[config.mk]
export PLATFORM = sky130hd
export DESIGN_NAME = ordered_list_append_remove
export DESIGN_NICKNAME = d
export VERILOG_FILES = /design/src/design/olar_pkg.sv /design/src/design/ordered_list_append_remove.sv /design/src/design/olar_ram.sv
export SDC_FILE = /design/constraint.sdc
export NUM_CORES = 1
export LEC_CHECK = 0
export ABC_AREA = 1
export BUFFER_PORTS_ARGS = -buffer_cell sky130_fd_sc_hd__buf_2
export CORE_ASPECT_RATIO = 0.7
export CORE_MARGIN = 5
export CORE_UTILIZATION = 25
export DETAILED_ROUTE_END_ITERATION = 10
export GPL_TIMING_DRIVEN = 0
export PLACE_DENSITY_LB_ADDON = 0.1
export SLEW_MARGIN = 10
export SYNTH_ARGS = -nofsm -noshare
export SYNTH_HDL_FRONTEND = slang
export SYNTH_SLANG_ARGS = --single-unit
export TNS_END_PERCENT = 5
[constraint.sdc]
create_clock -name clk -period 10.6 [get_ports clk]
set_input_delay 0.53 -clock clk [delete_from_list [all_inputs] [get_ports clk]]
set_output_delay 0.53 -clock clk [all_outputs]
set_load 0.005 [all_outputs]
[src/design/olar_pkg.sv]
// ----------------------------------------------------------------------------
// olar_pkg
// Shared types and constants for the ordered list block.
// ----------------------------------------------------------------------------
package olar_pkg;

  localparam int Capacity  = 16;
  localparam int AddrW     = $clog2(Capacity);
  localparam int CntW      = $clog2(Capacity + 1);
  localparam int ValW      = 32;
  localparam int CountOutW = 5;
  localparam int OpW       = 2;
  localparam int StatW     = 2;

  typedef logic signed [ValW-1:0] val_t;

  typedef enum logic [OpW-1:0] {
    OP_APPEND = 2'd0,
    OP_POP    = 2'd1,
    OP_DELETE = 2'd2,
    OP_NONE   = 2'd3
  } op_t;

  typedef enum logic [StatW-1:0] {
    ST_DONE = 2'd0,
    ST_MISS = 2'd1,
    ST_FULL = 2'd2
  } status_t;

  typedef enum logic [1:0] {
    S_IDLE,
    S_APPEND,
    S_SCAN,
    S_FINISH
  } state_t;

endpackage

[src/design/ordered_list_append_remove.sv]
// ----------------------------------------------------------------------------
// ordered_list_append_remove
// Ordered list of signed words: append at tail, remove head, remove first
// matching value. One result item per input item.
// ----------------------------------------------------------------------------
// channel | handshake            | payload
// in      | in_valid / in_stall  | op, item_value
// out     | out_valid / out_stall| status, entry_count, head_value, tail_value
//
// Append writes the new tail into the store unless the list is full; remove
// head and remove value walk the store with one read port and one compare
// unit, an entry a cycle, moving kept entries down behind a removed one.
// Unused op codes leave the list unchanged. The next item is taken once the
// result is in the output register, even while that result is stalled.
// Reset (rst, synchronous) empties the list; the store itself is not cleared.
// ----------------------------------------------------------------------------
module ordered_list_append_remove (
  input  logic                           clk,
  input  logic                           rst,
  input  logic                           in_valid,
  output logic                           in_stall,
  input  logic [olar_pkg::OpW-1:0]       op,
  input  olar_pkg::val_t                 item_value,
  output logic                           out_valid,
  input  logic                           out_stall,
  output logic [olar_pkg::StatW-1:0]     status,
  output logic [olar_pkg::CountOutW-1:0] entry_count,
  output olar_pkg::val_t                 head_value,
  output olar_pkg::val_t                 tail_value
);
  import olar_pkg::*;

  state_t             state, state_next;
  logic [CntW-1:0]    count, count_next;
  val_t               head, head_next;
  val_t               tail, tail_next;
  op_t                op_r, op_r_next;
  val_t               val_r, val_r_next;
  status_t            st, st_next;
  logic [CntW-1:0]    idx, idx_next;
  logic [AddrW-1:0]   pos, pos_next;
  logic               rvalid, rvalid_next;
  logic               found, found_next;
  logic               kept_seen, kept_seen_next;

  logic               we;
  logic [AddrW-1:0]   waddr;
  val_t               wdata;
  logic [AddrW-1:0]   raddr;
  val_t               rdata;
  logic               issue;
  logic               match;
  logic               load_out;

  olar_ram u_ram (
    .clk   (clk),
    .we    (we),
    .waddr (waddr),
    .wdata (wdata),
    .raddr (raddr),
    .rdata (rdata)
  );

  assign in_stall = (state != S_IDLE);
  assign raddr    = idx[AddrW-1:0];
  assign issue    = (state == S_SCAN) && (idx < count);
  assign match    = (op_r == OP_POP) ? (pos == '0) : (rdata == val_r);
  assign load_out = (state == S_FINISH) && (!out_valid || !out_stall);

  always_comb begin
    state_next     = state;
    count_next     = count;
    head_next      = head;
    tail_next      = tail;
    op_r_next      = op_r;
    val_r_next     = val_r;
    st_next        = st;
    idx_next       = idx;
    pos_next       = pos;
    rvalid_next    = 1'b0;
    found_next     = found;
    kept_seen_next = kept_seen;
    we             = 1'b0;
    waddr          = count[AddrW-1:0];
    wdata          = val_r;

    unique case (state)
      S_IDLE: begin
        if (in_valid) begin
          op_r_next      = op_t'(op);
          val_r_next     = item_value;
          st_next        = ST_MISS;
          idx_next       = '0;
          found_next     = 1'b0;
          kept_seen_next = 1'b0;
          unique case (op_t'(op))
            OP_APPEND:         state_next = S_APPEND;
            OP_POP, OP_DELETE: state_next = S_SCAN;
            default:           state_next = S_FINISH;
          endcase
        end
      end

      S_APPEND: begin
        if (count == CntW'(Capacity)) begin
          st_next = ST_FULL;
        end else begin
          we         = 1'b1;
          tail_next  = val_r;
          if (count == '0) begin
            head_next = val_r;
          end
          count_next = count + 1'b1;
          st_next    = ST_DONE;
        end
        state_next = S_FINISH;
      end

      S_SCAN: begin
        // read entry idx while judging entry pos read the cycle before
        if (issue) begin
          idx_next    = idx + 1'b1;
          pos_next    = idx[AddrW-1:0];
          rvalid_next = 1'b1;
        end
        if (rvalid) begin
          if (!found && match) begin
            found_next = 1'b1;
          end else begin
            if (!kept_seen) begin
              head_next      = rdata;
              kept_seen_next = 1'b1;
            end
            tail_next = rdata;
            if (found) begin
              we    = 1'b1;
              waddr = pos - 1'b1;
              wdata = rdata;
            end
          end
        end else if (!issue) begin
          if (found) begin
            count_next = count - 1'b1;
            st_next    = ST_DONE;
          end
          if (!kept_seen) begin
            head_next = '0;
            tail_next = '0;
          end
          state_next = S_FINISH;
        end
      end

      S_FINISH: begin
        if (load_out) begin
          state_next = S_IDLE;
        end
      end

      default: state_next = S_IDLE;
    endcase
  end

  always_ff @(posedge clk) begin
    if (rst) begin
      state     <= S_IDLE;
      count     <= '0;
      head      <= '0;
      tail      <= '0;
      rvalid    <= 1'b0;
      found     <= 1'b0;
      kept_seen <= 1'b0;
      out_valid <= 1'b0;
    end else begin
      state     <= state_next;
      count     <= count_next;
      head      <= head_next;
      tail      <= tail_next;
      rvalid    <= rvalid_next;
      found     <= found_next;
      kept_seen <= kept_seen_next;
      if (load_out) begin
        out_valid <= 1'b1;
      end else if (!out_stall) begin
        out_valid <= 1'b0;
      end
    end
  end

  always_ff @(posedge clk) begin
    op_r  <= op_r_next;
    val_r <= val_r_next;
    st    <= st_next;
    idx   <= idx_next;
    pos   <= pos_next;
    if (load_out) begin
      status      <= st;
      entry_count <= CountOutW'(count);
      head_value  <= head;
      tail_value  <= tail;
    end
  end

  a_count_bound: assert property (@(posedge clk) disable iff (rst)
    count <= CntW'(Capacity))
    else $error("entry count above capacity");

  a_scan_index: assert property (@(posedge clk) disable iff (rst)
    state == S_SCAN |-> idx <= count)
    else $error("scan index ran past the entry count");

  a_out_from_finish: assert property (@(posedge clk) disable iff (rst)
    $rose(out_valid) |-> $past(state) == S_FINISH)
    else $error("result raised outside the finish step");

  a_full_count: assert property (@(posedge clk) disable iff (rst)
    out_valid && status == ST_FULL |-> entry_count == CountOutW'(Capacity))
    else $error("full status with list not full");

  a_empty_zero: assert property (@(posedge clk) disable iff (rst)
    out_valid && entry_count == '0 |-> head_value == '0 && tail_value == '0)
    else $error("empty list reports nonzero head or tail");

endmodule

[src/design/olar_ram.sv]
// ----------------------------------------------------------------------------
// olar_ram
// Entry store: one write port, one read port with registered read data.
// ----------------------------------------------------------------------------
module olar_ram (
  input  logic                       clk,
  input  logic                       we,
  input  logic [olar_pkg::AddrW-1:0] waddr,
  input  olar_pkg::val_t             wdata,
  input  logic [olar_pkg::AddrW-1:0] raddr,
  output olar_pkg::val_t             rdata
);
  import olar_pkg::*;

  val_t mem [Capacity];

  always_ff @(posedge clk) begin
    if (we) begin
      mem[waddr] <= wdata;
    end
  end

  always_ff @(posedge clk) begin
    rdata <= mem[raddr];
  end

endmodule

==> results.cfg, run 1 <==
[worst_setup_path]
worst_path_max_delay_cell = nor2_4
reg2regPathDepth = 9
worstPathArrival_ns = 4.38
rr_startpoint = state[0]
cpMostUsedCell = inv_1
critical_path_class = flip-flop to flip-flop
r2r-end = u_ram.mem[1][27]
cp_max_fo = 17
r2r_slack_ns = 6.56
cp_cell_sequence = inv_1, ha_1, nand2_1, nor2_2, inv_1, a21oi_1, nand3_1, nor2_4, buf_12
cpPeakStageDelay_ns = 0.80
endpoint_kind = flip-flop
required_ns = 10.94
startpoint_type = flip-flop

[floorplan]
fp.dieArea_mm2 = 0.125
die_height_um = 297
die_x_um = 420
start_util_pct = 25.2
core.rowCount = 105
ios = 111
core_region_area_mm2 = 0.117

[power]
power_density_mw_per_mm2 = 279
ir_worst_vdd_v = 0.000144
p_leak_nw = 12.5
fin_total_pwr_mw = 9.79

[yosys]
ys_warn_count = 0
synth_area_mm2 = 0.0295
synth_fp_nets = 2493
yosysSeqAreaShare_pct = 71.3
post_synth_num_cell_types = 37
ys.flop_type = edfxtp_1
synth_edf_count = 628
async_flop_share_pct = 0
synthCells = 2438
syn_avg_cell_area_um2 = 12.1
synth.ff_latch_count = 735

[timing]
tns_ns = 0
fin_crit_ns = 4.04
timing.fmax_mhz = 248
final_hold_viol_count = 0
rsz0062_at_grt = false
fin_skew_ns = 0.0208
drv_slew = 0
worst_slew_pin_slew_ns = 1.26
relSlewSlack_pct = 16.2
period_share_pct = 38.1
setup_viol = 0

[drt]
post_drt_wl_per_cell_um = 23.0
antenna_left = 0
drt-pass1-iter-count = 5
route.vias.total = 19707
via_per_inst = 4.62
post-route-drc-count = 0
drt_iter0_drc = 2116
finalWirelength_mm = 97.9

[layout]
drive_above_1_share_pct = 14.1
final_cell_mix = edfxtp_1, nor2_1, nand2_1
layout_commonest_cell = edfxtp_1
syn_to_final_growth_pct = 18.9
nNetsFinal = 2714

[hold_path]
hold_path.class = input port to flip-flop
whs_endpoint = val_r[30]
hold_start = item_value[30]
hold_depth = 1

[global_routing]
grt_max_degree = 33
grt_pass1_vias = 19439
use_met2_pct = 21.6
grt_use_met3_pct = 2.93
grtUsageMet1_pct = 24.6
busiest_layer = met1
grt_pass1_wl_mm = 140
grt_antenna_before_repair = 2
grt_usage_pct = 15.5
overflow = 0

[clock_tree]
post_cts_buffers = 0
clockBufferDepth = 3
cts-htree-levels = 3
postCtsHoldBufs = 0
clockRootBuffer = clkbuf_16
post_cts_resized = 0
numCtsBuffers = 75
insertion_delay_ns = 0.65
clk_pin_slew_ns = 0.07
cts_tree = built
cts.sinks = 735

[placed_design]
place_hpwl_mm = 70.5
io_buffers = 110
gp_congestion = 0.795

[status]
status = completed

[job]
maxCapViolations = 0
[cells in the mapped netlist (50+ instances only)]
cell type | count | area share, %
o221ai_1 | 50 | 1.5
nand3_1 | 62 | 1.1
o32ai_1 | 78 | 2.3
clkbuf_1 | 80 | 1.0
o21ai_0 | 177 | 3.0
nand2_1 | 324 | 4.1
inv_1 | 216 | 2.8
mux2i_1 | 50 | 1.7
edfxtp_1 | 628 | 64
dfxtp_1 | 107 | 7.3
nor2_1 | 385 | 4.9
nand4_1 | 66 | 1.4
[critical path: cells and delay by family (launching register included)]
| family | cells | cell delay (ns) |
|---|---|---|
| and+or+nand+nor | 4 | 1.94 |
| buffers and inverters | 3 | 0.64 |
| AOI/OAI and AO/OA | 1 | 0.43 |
| adders and majority gates | 1 | 0.36 |
| DFF | 1 | 0.33 |
[how the worst max path moves through the flow]
stage	from	endpoint	cells after the start
after global placement	state[0]	u_ram.mem[5][25]	8
after floorplan	state[0]	entry_count[0]	3
after detailed placement	state[0]	u_ram.mem[1][27]	9
after global routing	state[0]	u_ram.mem[1][30]	9
final	state[0]	u_ram.mem[1][27]	9
after CTS	state[0]	u_ram.mem[1][27]	9
[per-stage QoR]
stage	std cells	setup WS, ns	hold WS [ns]	area [um2]	util [%]
CTS	4263	6.52	0.0121	35000	29.9
finish	4266	6.56	0.0630	35000	29.9
floorplan	2438	6.07	0.400	29500	-
detailed placement	4133	6.52	0.412	32700	28.0
global route	4263	6.29	0.0251	35000	29.9
global placement	4099	4.30	0.408	31900	27.3
[report_power, final]
group / switching, mW / leakage [nW] / total [mW] / internal, mW
clock: 1.13 / 1.13 / 2.55 / 1.43
combinational: 2.50 / 4.78 / 3.46 / 0.954
sequential: 0.170 / 6.58 / 3.78 / 3.61
total: 3.80 / 12.5 / 9.79 / 5.98
[kinds of logic after synthesis]
group	share of synthesized area, %
AND/OR/NAND/NOR	11.9
flip-flops	71.3
buffers and inverters	5.51
AO/OA/AOI/OAI	8.30
multiplexers	1.70
XOR/XNOR	0.595
adder cells (fa/ha/maj)	0.748
[area by class of cell]
cell class                 count  area, um2
tap                         1551       1940
timing repair buffer         144       1130
clock buffer                 100       2080
inverter                     250        938
fill                       11844      82000
buffer                       141        683
sequential                   735      21000
clock inverter                30        198
antenna                        3       7.51
multi-input combinational   1312       7040
[layer usage]
layer | part of all wire, % | vias up
met2 | 40 | 526
li1 | - | 9086
met4 | 1.6 | 0
met1 | 52 | 9982
met3 | 5.9 | 113
met5 | 0 | -
[registers in the layout, indices dropped and copies added, names as in the netlist, 32 cells and up]
name	flops
head	32
head_value	32
tail	32
tail_value	32
u_ram.mem	512
u_ram.rdata	32
val_r	32
Note: power is estimated with default switching activity, not from simulation.
==> run 2, diff against run 1 <==
ABC_AREA = 0   (was 1)
clock period = 4.2 ns   (was 10.6 ns; I/O delays follow)
==> run 2 against run 1 <==
Global-route usage fell by 0.97 points. Fmax rose by 2.7%. Via count fell by 16%. Wire length fell by 6.0%. Sequential share of layout area fell by 2.0 points. Clock power rose to 2.9 times the previous value. Largest cell class unchanged.
==> results.cfg, run 2 <==
[clock_tree]
insertion_delay_ns = 0.66
cts-htree-levels = 3
post_cts_buffers = 0
clk_pin_slew_ns = 0.07
cts_tree = built
clockBufferDepth = 3
numCtsBuffers = 75
clockRootBuffer = clkbuf_16
cts.sinks = 735

[timing]
worst_slew_pin_slew_ns = 1.19
timing.fmax_mhz = 254
period_share_pct = 93.6
final_hold_viol_count = 0
rsz0062_at_grt = false
fin_crit_ns = 3.93
setup_viol = 0
relSlewSlack_pct = 20.5
tns_ns = 0
worst_slack_ns = 0.267
fin_skew_ns = 0.0259
drv_slew = 0

[floorplan]
ios = 111
die_x_um = 423
die_height_um = 299
start_util_pct = 25.1
core_region_area_mm2 = 0.119
core.rowCount = 106
fp.dieArea_mm2 = 0.126

[yosys]
ys_warn_count = 0
synth_top_area_share_pct = 63.3
synth_edf_count = 628
ys.flop_type = edfxtp_1
async_flop_share_pct = 0
synth_top_cells_by_area = edfxtp_1, mux4_2, dfxtp_1
synth.most_common_cell = edfxtp_1
synthCells = 1715
synth_commonest_cells = edfxtp_1, mux4_2, dfxtp_1, nor2_1
yosysSeqAreaShare_pct = 70.5
synth.ff_latch_count = 735
synth_area_mm2 = 0.0298
post_synth_num_cell_types = 46
syn_avg_cell_area_um2 = 17.4
synth_top_area_cell = edfxtp_1
synth_fp_nets = 1770

[layout]
fin_util_pct = 30.4
top_register = u_ram.mem
final_cell_mix = edfxtp_1, mux4_2, buf_2
multi_input_area_mm2 = 0.00844
fillers = 11588
largest_reg_flops = 512
layout_commonest_cell = edfxtp_1
nNetsFinal = 2024
stdcell_count = 3603
drive_above_1_share_pct = 28.3
syn_to_final_growth_pct = 21.5
regArea_mm2 = 0.0210

[drt]
via_per_inst = 4.60
drt_iter0_drc = 1497
antenna_left = 0
drt-pass1-iter-count = 5
route.vias.total = 16581
post-route-drc-count = 0
post_drt_wl_per_cell_um = 25.5
finalWirelength_mm = 92.0

[worst_setup_path]
r2r-end = u_ram.mem[4][10]
r2r_slack_ns = 0.27
cp_cell_sequence = inv_1, ha_1, buf_2, inv_1, nor2_2, a32o_1, or3b_2, nor2_4, buf_12
cpMostUsedCell = inv_1
cp_max_fo = 17
worst_path_max_delay_cell = nor2_4
critPathBufInv = 4
rr_startpoint = state[0]
worstSetupStartpoint = state[0]
crit_cells = 9
critical_path_class = flip-flop to flip-flop
critPathTopFamily = simple AND/OR/NAND/NOR gates
cpPeakStageDelay_ns = 0.67
worstPathArrival_ns = 4.28
reg2regPathDepth = 9
startpoint_type = flip-flop
crit_end = u_ram.mem[4][10]
endpoint_kind = flip-flop
required_ns = 4.54

[power]
p_leak_nw = 12.0
p_sw_share_pct = 33.2
pwr-share-clk_pct = 29.4
fin_total_pwr_mw = 24.7
p_switching_mw = 8.21
seq_power_share_pct = 39.3
ir_worst_vdd_v = 0.000324
power_density_mw_per_mm2 = 683
intPower_mw = 16.5
combPwrFrac_pct = 31.3

[placed_design]
place_hpwl_mm = 65.5
pre_cts_slack_ns = 0.0293
dp_cells = 3422
gp_congestion = 0.778
io_buffers = 109

[global_routing]
grt_max_degree = 29
grt_usage_pct = 14.5
grt_pass1_wl_mm = 131
grt_antenna_before_repair = 1
overflow = 0
grt_pass1_vias = 17087

[hold_path]
hold_path.class = input port to flip-flop

[status]
status = completed

[job]
maxCapViolations = 0
run 2: final cells by class:
| type | count | share of cell area, % |
|---|---|---|
| multi-input cells | 869 | 23.3 |
| plain buffers | 94 | 1.22 |
| diodes | 5 | 0.0345 |
| repair buffers | 177 | 4.53 |
| well taps | 1566 | 5.41 |
| clock buffers | 104 | 5.91 |
| flip-flops and latches | 735 | 58.0 |
| inverters | 17 | 0.176 |
| clock inverters | 36 | 1.46 |
run 2: stage by stage:
step                cell area [um2]  hold slack [ns]
floorplan                     29800            0.309
global placement              32300            0.389
detailed placement            33200            0.389
CTS                           36200           0.0119
global route                  36200           0.0527
finish                        36200           0.0659
run 2: cell families after synthesis:
kind of cell / Yosys count / share of synthesized area, %
compound gates: 203 / 3.92
flops: 735 / 70.5
buf+inv: 111 / 1.68
simple gates: 317 / 5.24
fa+ha+maj: 17 / 0.739
xor+xnor: 41 / 1.20
mux: 291 / 16.8
run 2: worst register-to-register path, stage by stage (launching register included):
cell,delay (ns)
dfxtp_1,0.34
inv_1,0.11
ha_1,0.30
buf_2,0.31
inv_1,0.20
nor2_2,0.51
a32o_1,0.27
or3b_2,0.59
nor2_4,0.67
buf_12,0.29
run 2: per-layer routing:
metal / share of wire [%] / global-route usage (%) / wire, um
met4: 2.0 / 3.27 / 1840
met5: 0 / 0 / 0
met3: 6.0 / 3.80 / 5520
met2: 42 / 20.9 / 38900
met1: 50 / 21.7 / 45800
run 2: power groups by stage:
stage / clock network [mW] / registers (mW) / logic (mW)
6_report: 7.28 / 9.73 / 7.73
5_1_grt: 7.83 / 9.81 / 8.43
4_1_cts: 7.52 / 9.78 / 7.82
3_5_place_dp: 0 / 9.93 / 7.76
3_3_place_gp: 0 / 9.96 / 7.58
2_1_floorplan: 0 / 9.48 / 5.16
run 2: worst min-delay path by stage:
stage | startpoint | endpoint | slack, ns | cells past startpoint
after detailed placement | item_value[3] | val_r[3] | 0.39 | 1
after CTS | in_valid | kept_seen | 0.01 | 5
after floorplan | op[0] | op_r[0] | 0.31 | 0
after global routing | in_valid | kept_seen | 0.05 | 5
after global placement | item_value[14] | val_r[14] | 0.39 | 1
final | in_valid | kept_seen | 0.07 | 5
run 2: what timing repair did:
action	4_1_cts	5_1_grt
hold endpoints to repair	38	0
resized for setup	0	3
endpoints found under the setup margin	0	93
hold buffers	35	0
==> run 3, diff against run 2 <==
SYNTH_HIERARCHICAL = 1   (was not set)
==> run 3 against run 2 <==
Clock power fell by 5.6%. Total power is 2.7% lower. Sequential power rose by 0.9%. Register-to-register slack got worse by 0.05 ns. Critical endpoint is now u_ram/mem[3][18]. Largest cell class unchanged. Largest power group unchanged.
==> results.cfg, run 3 <==
[worst_setup_path]
cpPeakStageDelay_ns = 0.61
reg2regPathDepth = 12
critPathBufInv = 6
worst_path_max_delay_cell = or3b_2
r2r-end = u_ram/mem[3][18]
required_ns = 4.54
startpoint_type = flip-flop
r2r_slack_ns = 0.22
rr_startpoint = state[0]
critical_path_class = flip-flop to flip-flop
worstPathArrival_ns = 4.32
critPathTopFamily = simple AND/OR/NAND/NOR gates
endpoint_kind = flip-flop
crit_end = u_ram/mem[3][18]
worstSetupStartpoint = state[0]
cp_cell_sequence = inv_1, ha_1, clkbuf_4, inv_2, nor2_4, nand2_2, buf_2, a21oi_2, or3b_2, nor2_4, buf_12, buf_12
crit_cells = 12
cp_max_fo = 15

[yosys]
syn_avg_cell_area_um2 = 17.9
synth_top_area_cell = edfxtp_1
synth_top_area_share_pct = 64.9
synth_area_mm2 = 0.0290
synthCells = 1623
synth.ff_latch_count = 735
post_synth_num_cell_types = 49
synth_commonest_cells = edfxtp_1, mux4_2, nand2_1, dfxtp_1, mux2i_1
synth_top_cells_by_area = edfxtp_1, mux4_2, dfxtp_1
ys_warn_count = 6
synth_edf_count = 628
yosysSeqAreaShare_pct = 72.3
async_flop_share_pct = 0
synth.most_common_cell = edfxtp_1
synth_fp_nets = 1678
ys.flop_type = edfxtp_1

[status]
status = completed

[clock_tree]
clk_pin_slew_ns = 0.06
cts-htree-levels = 3
insertion_delay_ns = 0.65
clockBufferDepth = 3
cts_tree = built
numCtsBuffers = 74
clockRootBuffer = clkbuf_16
cts.sinks = 735

[floorplan]
ios = 111
core.rowCount = 104
die_height_um = 295
fp.dieArea_mm2 = 0.123
die_x_um = 417
core_region_area_mm2 = 0.115
start_util_pct = 25.2

[power]
p_leak_nw = 11.4
power_density_mw_per_mm2 = 679
fin_total_pwr_mw = 24.1
ir_worst_vdd_v = 0.000295

[global_routing]
grt_usage_pct = 14.4
grt_pass1_vias = 16786
overflow = 0
grt_max_degree = 26
grt_antenna_before_repair = 1
grt_pass1_wl_mm = 127

[placed_design]
dp_cells = 3313
io_buffers = 110
place_hpwl_mm = 65.6
dpl_cell_area_mm2 = 0.0324
gp_congestion = 0.804

[layout]
drive_above_1_share_pct = 23.9
fillers = 11218
syn_to_final_growth_pct = 22.0
top_register = u_ram/mem
largest_reg_flops = 512
multi_input_area_mm2 = 0.00773
nNetsFinal = 1951
design_area_mm2 = 0.0354
final_cell_mix = edfxtp_1, mux4_2, buf_2
layout_commonest_cell = edfxtp_1
stdcell_count = 3495
regArea_mm2 = 0.0210

[timing]
hold-worst-slack_ns = 0.272
timing.fmax_mhz = 251
final_hold_viol_count = 0
relSlewSlack_pct = 24.5
fin_skew_ns = 0.0160
fin_crit_ns = 3.98
worst_slew_pin_slew_ns = 1.13
rsz0062_at_grt = false
period_share_pct = 94.8
setup_viol = 0
drv_slew = 0

[drt]
drt-pass1-iter-count = 5
highest_layer = met4
route.vias.total = 16339
via_per_inst = 4.67
wl_met2_mm = 37.3
post_drt_wl_per_cell_um = 25.6
m1WireLength_mm = 45.8
antenna_left = 0
drt_iter0_drc = 1414
wl_met3_mm = 4.99
post-route-drc-count = 0
finalWirelength_mm = 89.4

[job]
maxCapViolations = 0

[hold_path]
hold_path.class = input port to flip-flop
[run 3: changes by cell type after synthesis, moves of 64 or more]
cell      before  now
nor2_1       101   29
o21ai_0       72    3
a22oi_1        0   64
mux2_2        64    0
o221ai_1       0   64
[run 3: area by class of cell]
class / instances / share of cell area [%]
Clock buffer: 103 / 6.03
Tap cell: 1537 / 5.43
Buffer: 103 / 1.33
Antenna cell: 1 / 0.00706
Multi-Input combinational cell: 769 / 21.8
Clock inverter: 34 / 1.02
Sequential cell: 735 / 59.3
Inverter: 16 / 0.169
Timing Repair Buffer: 197 / 4.95
[run 3: worst min path at each step]
stage | from | endpoint | cells past startpoint
after global routing | item_value[14] | val_r[14] | 2
after floorplan | op[0] | op_r[0] | 0
final | item_value[14] | val_r[14] | 2
after CTS | rst | tail[31] | 4
after global placement | item_value[29] | val_r[29] | 1
after detailed placement | item_value[21] | val_r[21] | 1
[run 3: cells by family after synthesis]
kind of cell	after synthesis	share of synthesized area, %
buffers and inverters	119	1.81
multiplexers	226	13.4
XOR/XNOR	41	1.24
flip-flops	735	72.3
adder cells (fa/ha/maj)	17	0.758
AND/OR/NAND/NOR	287	5.55
AO/OA/AOI/OAI	198	4.89
[run 3: through the flow]
stage,TNS (ns),util (%),setup WS (ns)
6_report,0,30.8,0.220
5_1_grt,0,30.8,0.00405
4_1_cts,-0.234,30.8,-0.0214
3_5_place_dp,-531.25,28.1,-1.37
3_3_place_gp,-2015.46,27.4,-5.62
2_1_floorplan,-52.21,-,-0.547
[run 3: repair_timing]
action                                  CTS  global route
buffers inserted                          8             0
hold buffers                             36             0
hold endpoints to repair                 44             0
endpoints found under the setup margin  724           330
pin swaps                                 6             1
gates resized for setup                  14             9
[run 3: layer usage]
layer	GRT usage (%)	up-vias
li1	-	7135
met1	22.3	8741
met2	20.3	369
met3	3.60	94
met4	2.74	0
met5	0	-
[run 3: report_power, final]
| part | switching, mW | total, mW | internal, mW | leakage, nW |
|---|---|---|---|---|
| Combinational | 4.60 | 7.39 | 2.79 | 3.62 |
| Sequential | 0.768 | 9.82 | 9.06 | 6.57 |
| Clock | 2.87 | 6.87 | 4.00 | 1.20 |
